`src/rtl/tlnd_pkg.sv`:
```
// Shared constants, codes and controller/datapath interface types of the name directory.
`default_nettype none
package tlnd_pkg;

  localparam int MAX_DIRS      = 16;
  localparam int FILES_PER_DIR = 16;
  localparam int NAME_BYTES    = 8;

  localparam int KEY_W    = 64;
  localparam int FUNC_W   = 2;
  localparam int STATUS_W = 3;
  localparam int SLOT_W   = 4;
  localparam int TOTAL_W  = 5;

  localparam int DIR_IDX_W  = $clog2(MAX_DIRS);
  localparam int FILE_IDX_W = $clog2(FILES_PER_DIR);
  localparam int DIR_CNT_W  = $clog2(MAX_DIRS + 1);
  localparam int FILE_CNT_W = $clog2(FILES_PER_DIR + 1);
  localparam int SCAN_W     = (DIR_CNT_W > FILE_CNT_W) ? DIR_CNT_W : FILE_CNT_W;
  localparam int FADDR_W    = DIR_IDX_W + FILE_IDX_W;
  localparam int FMEM_DEPTH = MAX_DIRS << FILE_IDX_W;

  localparam int IN_DATA_W  = ((FUNC_W + 2 * KEY_W + 7) / 8) * 8;
  localparam int OUT_DATA_W = ((STATUS_W + 2 * SLOT_W + TOTAL_W + 7) / 8) * 8;

  // Only the low NAME_BYTES bytes of a key take part in storage and compare.
  localparam logic [KEY_W-1:0] NAME_MASK =
    (NAME_BYTES >= 8) ? {KEY_W{1'b1}} : ((KEY_W'(1) << (8 * NAME_BYTES)) - KEY_W'(1));

  typedef enum logic [FUNC_W-1:0] {
    FN_MK_DIR  = 2'd0,
    FN_MK_FILE = 2'd1,
    FN_DEL     = 2'd2,
    FN_SEARCH  = 2'd3
  } func_t;

  typedef enum logic [STATUS_W-1:0] {
    ST_OK        = 3'd0,
    ST_NO_DIR    = 3'd1,
    ST_NO_FILE   = 3'd2,
    ST_DIR_FULL  = 3'd3,
    ST_FILE_FULL = 3'd4
  } status_t;

  typedef struct packed {
    logic    latch_req;
    logic    dir_create;
    logic    file_create;
    logic    scan_start;
    logic    scan_file;
    logic    move_rd;
    logic    move_wr;
    logic    resp_load;
    status_t status;
  } dp_cmd_t;

  typedef struct packed {
    func_t func;
    logic  dir_full;
    logic  dir_none;
    logic  file_full;
    logic  file_none;
    logic  hit;
    logic  miss;
    logic  out_free;
  } dp_stat_t;

endpackage
`default_nettype wire

```
`src/rtl/tlnd_ctrl.sv`:
```
// Request sequencer of the name directory: one-hot state machine issuing datapath commands.
`default_nettype none
module tlnd_ctrl (
  input  wire                clk,
  input  wire                rst_n,
  input  wire                req_valid,
  output logic               req_ready,
  input  tlnd_pkg::dp_stat_t stat,
  output tlnd_pkg::dp_cmd_t  cmd
);

  typedef enum logic [7:0] {
    S_IDLE   = 8'b0000_0001,
    S_START  = 8'b0000_0010,
    S_DSCAN  = 8'b0000_0100,
    S_DFOUND = 8'b0000_1000,
    S_FSCAN  = 8'b0001_0000,
    S_MOVERD = 8'b0010_0000,
    S_MOVEWR = 8'b0100_0000,
    S_RESP   = 8'b1000_0000
  } state_t;

  state_t            state_r, state_nxt;
  tlnd_pkg::status_t status_r, status_nxt;

  always_ff @(posedge clk) begin
    if (!rst_n) begin
      state_r  <= S_IDLE;
      status_r <= tlnd_pkg::ST_OK;
    end else begin
      state_r  <= state_nxt;
      status_r <= status_nxt;
    end
  end

  assign req_ready = (state_r == S_IDLE);

  always_comb begin
    state_nxt  = state_r;
    status_nxt = status_r;
    cmd        = '0;
    cmd.status = status_r;
    case (state_r)
      S_IDLE: begin
        cmd.latch_req = req_valid;
        if (req_valid) state_nxt = S_START;
      end
      S_START: begin
        state_nxt = S_RESP;
        if (stat.func == tlnd_pkg::FN_MK_DIR) begin
          if (stat.dir_full) begin
            status_nxt = tlnd_pkg::ST_DIR_FULL;
          end else begin
            cmd.dir_create = 1'b1;
            status_nxt     = tlnd_pkg::ST_OK;
          end
        end else if (stat.dir_none) begin
          status_nxt = tlnd_pkg::ST_NO_DIR;
        end else begin
          cmd.scan_start = 1'b1;
          state_nxt      = S_DSCAN;
        end
      end
      S_DSCAN: begin
        if (stat.hit) begin
          state_nxt = S_DFOUND;
        end else if (stat.miss) begin
          status_nxt = tlnd_pkg::ST_NO_DIR;
          state_nxt  = S_RESP;
        end
      end
      S_DFOUND: begin
        state_nxt = S_RESP;
        if (stat.func == tlnd_pkg::FN_MK_FILE) begin
          if (stat.file_full) begin
            status_nxt = tlnd_pkg::ST_FILE_FULL;
          end else begin
            cmd.file_create = 1'b1;
            status_nxt      = tlnd_pkg::ST_OK;
          end
        end else if (stat.file_none) begin
          status_nxt = tlnd_pkg::ST_NO_FILE;
        end else begin
          cmd.scan_start = 1'b1;
          cmd.scan_file  = 1'b1;
          state_nxt      = S_FSCAN;
        end
      end
      S_FSCAN: begin
        if (stat.hit) begin
          status_nxt = tlnd_pkg::ST_OK;
          state_nxt  = (stat.func == tlnd_pkg::FN_DEL) ? S_MOVERD : S_RESP;
        end else if (stat.miss) begin
          status_nxt = tlnd_pkg::ST_NO_FILE;
          state_nxt  = S_RESP;
        end
      end
      S_MOVERD: begin
        cmd.move_rd = 1'b1;
        state_nxt   = S_MOVEWR;
      end
      S_MOVEWR: begin
        cmd.move_wr = 1'b1;
        state_nxt   = S_RESP;
      end
      S_RESP: begin
        if (stat.out_free) begin
          cmd.resp_load = 1'b1;
          state_nxt     = S_IDLE;
        end
      end
      default: begin
        state_nxt = S_IDLE;
      end
    endcase
  end

endmodule
`default_nettype wire

```
`config.mk`:
```
export PLATFORM = sky130hd
export DESIGN_NAME = tlnd_ctrl
export DESIGN_NICKNAME = d
export VERILOG_FILES = /design/src/rtl/tlnd_pkg.sv /design/src/rtl/tlnd_ctrl.sv
export SDC_FILE = /design/constraint.sdc
export NUM_CORES = 1
export LEC_CHECK = 0
export BUFFER_PORTS_ARGS = -buffer_cell sky130_fd_sc_hd__buf_2
export CAP_MARGIN = 20
export CORE_MARGIN = 1
export CORE_UTILIZATION = 32
export DETAILED_ROUTE_END_ITERATION = 12
export GPL_TIMING_DRIVEN = 1
export HOLD_SLACK_MARGIN = 0.15
export PLACE_DENSITY = 0.64
export SYNTH_ARGS = -nofsm -noshare
export SYNTH_HDL_FRONTEND = slang
export SYNTH_SLANG_ARGS = --single-unit
```
`constraint.sdc`:
```
create_clock -name clk -period 6.75 [get_ports clk]
set_clock_uncertainty 0.15 [all_clocks]
set_input_delay 2.025 -clock clk [delete_from_list [all_inputs] [get_ports clk]]
set_output_delay 2.025 -clock clk [all_outputs]
set_load 0.03 [all_outputs]
```
== Word level (Yosys, flattened, before mapping) ==
Index checks and enable logic that the tools add are counted.

* Input port bits: 12
* Register bits: 11
* Output and inout bits: 12
* Word-level logic and storage cells: 62

* Multiplexer cells: 39
* Reduce and logical (&&, ||, !) cells: 4
* Eq/ne operators: 17

{| class="wikitable"
|+ Operators by type and width
! operator !! number
|-
| 8-bit 2-to-1 mux || 10
|-
| 8-bit case mux with 8 select lines || 1
|-
| 3-bit 2-to-1 mux || 9
|-
| 1-bit 2-to-1 mux || 14
|-
| 3-bit case mux with 4 select lines || 1
|-
| 3-bit != test, second input constant || 3
|-
| 8-bit by 1-bit equality test with 1-bit output, second input constant || 1
|-
| 8-bit by 2-bit equality test with 1-bit output, second input constant || 1
|-
| 8-bit by 3-bit equality test with 1-bit output, second input constant || 1
|-
| 8-bit by 4-bit equality test with 1-bit output, second input constant || 1
|-
| 8-bit by 5-bit equality test with 1-bit output, second input constant || 1
|-
| 8-bit by 6-bit equality test with 1-bit output, second input constant || 1
|-
| 8-bit by 7-bit equality test with 1-bit output, second input constant || 1
|-
| 8-bit equality test, second input constant || 1
|-
| 2-bit != test, second input constant || 4
|-
| 2-bit 2-to-1 mux || 3
|-
| 6-bit AND reduction || 1
|-
| 4-bit nonzero test || 1
|-
| 2-bit by 1-bit equality test with 1-bit output, second input constant || 1
|-
| 2-bit equality test, second input constant || 1
|-
| 2-bit logical NOT || 1
|-
| 1-bit case mux with 2 select lines || 1
|-
| 2-bit AND reduction || 1
|}

== Longest topological paths before layout ==
* Word-level depth: 4
* Mapped depth: 7
* Depth with buffers taken out: 5

== Least setup slack after synthesis ==
Ideal clock, no wire load.

* Kind: input-to-output
* From: input stat[7] in the netlist's numbering
* To: output cmd[7] in the netlist's numbering
* Required time: 4.575 ns
* Buffers on the path: 0
* Path slack: 1.371 ns
* Cell stages on the path: 4
* Arrival: 3.204 ns
* Path through: inv_1 > nor2_1 > nor3_1 > or2_2

{| class="wikitable"
|+ RTL lines
! item !! line !! text
|-
| start, declared || tlnd_ctrl.sv:8 || <nowiki>input tlnd_pkg::dp_stat_t stat,</nowiki>
|-
| end, declared || tlnd_ctrl.sv:9 || <nowiki>output tlnd_pkg::dp_cmd_t cmd</nowiki>
|}

==> out/qor.yml <==
areaGrowthSynthToFinish_pct: 17.3
dr.pass1.iters: 4
gp_congestion: 0.852
routed_wl_um: 2160
synth_seq_cells: 11
cp.required_ps: 4580
synth_warnings: 0
min_period_over_period_pct: 75.8
avgSynthCellArea_um2: 7.74
synthCells: 103
num_rows: 17
grtUsageTotal_pct: 17.3
fin_crit_ps: 5110
p_leak_nw: 0.381
wl_per_cell_um: 14.2
power_density_nw_per_um2: 148
syn_area_um2: 797
cts_tree: "done"
drtAntennaViolNets: 0
start_kind: "primary input"
clock-sinks: 11
finalSetupViolCount: 0
final_max_slew_viol_count: 0
fmax_ghz: 0.196
rsz0062_at_grt: "no"
overflow: 0
portBuffers: 23
final_cell_mix: "buf_2, dfxtp_1, nor3_1"
core-area_um2: 2280
layout-drive-gt1-share_pct: 26.6
htreeDepth: 1
die_y_um: 51.9
clkLatencyLatePin_ps: 280
relSlewSlack_pct: 45.2
path_class: "primary input to primary output"
antenna_found_initial: 0
crit_path_end_kind: "primary output"
cts-hold-fix-buffers: 0
stdcell_count: 152
hold_viol_final: 0
dp_hpwl_um: 1680
grt_pass1_vias: 749
synth_cell_types: 43
path_clk_slew_ps: 70
clock_path_buffers: 2
synth_nets: 115
num_antenna_cells: 0
irDropWorstVdd_mv: 0.113
drt_iter0_drc: 16
cts_resized: 0
yosysSeqAreaShare_pct: 27.6
vias_per_cell: 5.65
worst_pin_slew_ps: 801
cp_max_fo: 5
cts_buffers: 3
cp_data_arrival_time_ps: 2940
outcome: "completed"
ios: 24
layout_commonest_cell: "buf_2"
drc: 0
drv_cap: 0
initial_utilization_pct: 35.0
nFillCells: 238
hold_class: "register to register"
dp_cells: 148
dieArea_um2: 2690
nNetsFinal: 137
grt_max_degree: 10
tns_ps: 0
cts_setup_buffers: 0
cts_root_buffer: "clkbuf_4"
grt_pass1_wl_um: 3370
die_w_um: 51.9
vias: 859
state kept, by name, indices dropped and copies added (netlist names):
| name | cells |
|---|---|
| status_r | 3 |
| state_r | 8 |
Yosys cell counts:
cell type   n  area (um2)
dfxtp_1    11         220
nor3_1     10        50.1
nor2_1      8        30.0
nor4_1      7        43.8
inv_1       5        18.8
nand2_1     5        18.8
a21oi_1     4        20.0
nand2b_1    4        25.0
nand4_1     3        18.8
o21ai_0     3        15.0
or3_1       3        18.8
a21boi_0    2        15.0
and2_1      2        12.5
and3_1      2        12.5
buf_6       2        22.5
clkbuf_1    2        7.51
nand3_1     2        10.0
nor3b_1     2        15.0
or2_2       2        12.5
a2111oi_0   1        8.76
a211o_1     1        8.76
a211oi_1    1        7.51
a21o_1      1        7.51
a31oi_1     1        6.26
a32oi_1     1        8.76
and4_1      1        8.76
buf_1       1        3.75
buf_2       1        5.00
mux2_4      1        15.0
mux2i_1     1        10.0
nand3b_1    1        7.51
nor3_4      1        16.3
nor4_2      1        12.5
nor4b_1     1        8.76
o211ai_1    1        7.51
o21a_1      1        7.51
o22ai_1     1        6.26
o31a_1      1        8.76
o41ai_1     1        8.76
or2b_1      1        7.51
or3_4       1        11.3
or3b_2      1        8.76
xor2_1      1        8.76
cells by family after synthesis:
logic type | Yosys count | synth area share (%)
AO/OA/AOI/OAI | 20 | 17.1
buffers and inverters | 11 | 7.22
XOR/XNOR | 1 | 1.10
flip-flops | 11 | 27.6
multiplexers | 2 | 3.14
AND/OR/NAND/NOR | 58 | 43.8
power by group:
| part | total, W | switching, W | internal, W |
|---|---|---|---|
| clock network | 0.0000471 | 0.0000242 | 0.0000229 |
| logic | 0.0000240 | 0.0000151 | 0.00000883 |
| registers | 0.0000675 | 0.00000145 | 0.0000661 |
| total | 0.000139 | 0.0000408 | 0.0000978 |
worst paths after layout:
kind | from | endpoint | slack [ps] | cells after the start
worst max register to register | state_r[7]$_SDFFE_PN0P_ | status_r[0]$_SDFFE_PN0P_ | 4430 | 5
worst max-delay path | stat[7] | cmd[7] | 1640 | 6
worst min register to register | status_r[1]$_SDFFE_PN0P_ | status_r[1]$_SDFFE_PN0P_ | 310 | 2
worst min-delay path | status_r[1]$_SDFFE_PN0P_ | status_r[1]$_SDFFE_PN0P_ | 310 | 2
per-layer routing:
layer  up-vias  GRT usage (%)  wire length (um)
li1        427              -                 -
met1       404           20.5               978
met2        24           29.7              1060
met3         4           1.75                76
met4         0           10.4                46
met5         -              0                 0
metrics by stage:
| stage | hold WS, ps | util [%] | cell area (um2) | setup slack, ps | total power [W] |
|---|---|---|---|---|---|
| 6_report | 312 | 41.1 | 935 | 1640 | 0.000139 |
| 5_1_grt | 330 | 41.1 | 935 | 1570 | 0.000142 |
| 4_1_cts | 310 | 41.1 | 935 | 1630 | 0.000137 |
| 3_5_place_dp | 301 | 39.9 | 908 | 1650 | 0.0000926 |
| 3_3_place_gp | 293 | 39.9 | 908 | 1690 | 0.0000919 |
| 2_1_floorplan | 333 | - | 797 | 1370 | 0.0000837 |
area by class of cell:
type	instances	area, um2	area share, %
multi-input cells	81	519	55.6
flip-flops and latches	11	220	23.6
repair buffers	23	115	12.3
well taps	28	35.0	3.75
clock buffers	4	26.3	2.81
inverters	5	18.8	2.01
worst max-delay path, cell delays in order:
cell	delay, ps
buf_2	120
inv_1	70
nor2_1	180
nor3_1	90
or2_2	290
buf_2	180
No activity file was read; power rests on OpenSTA's default activity.
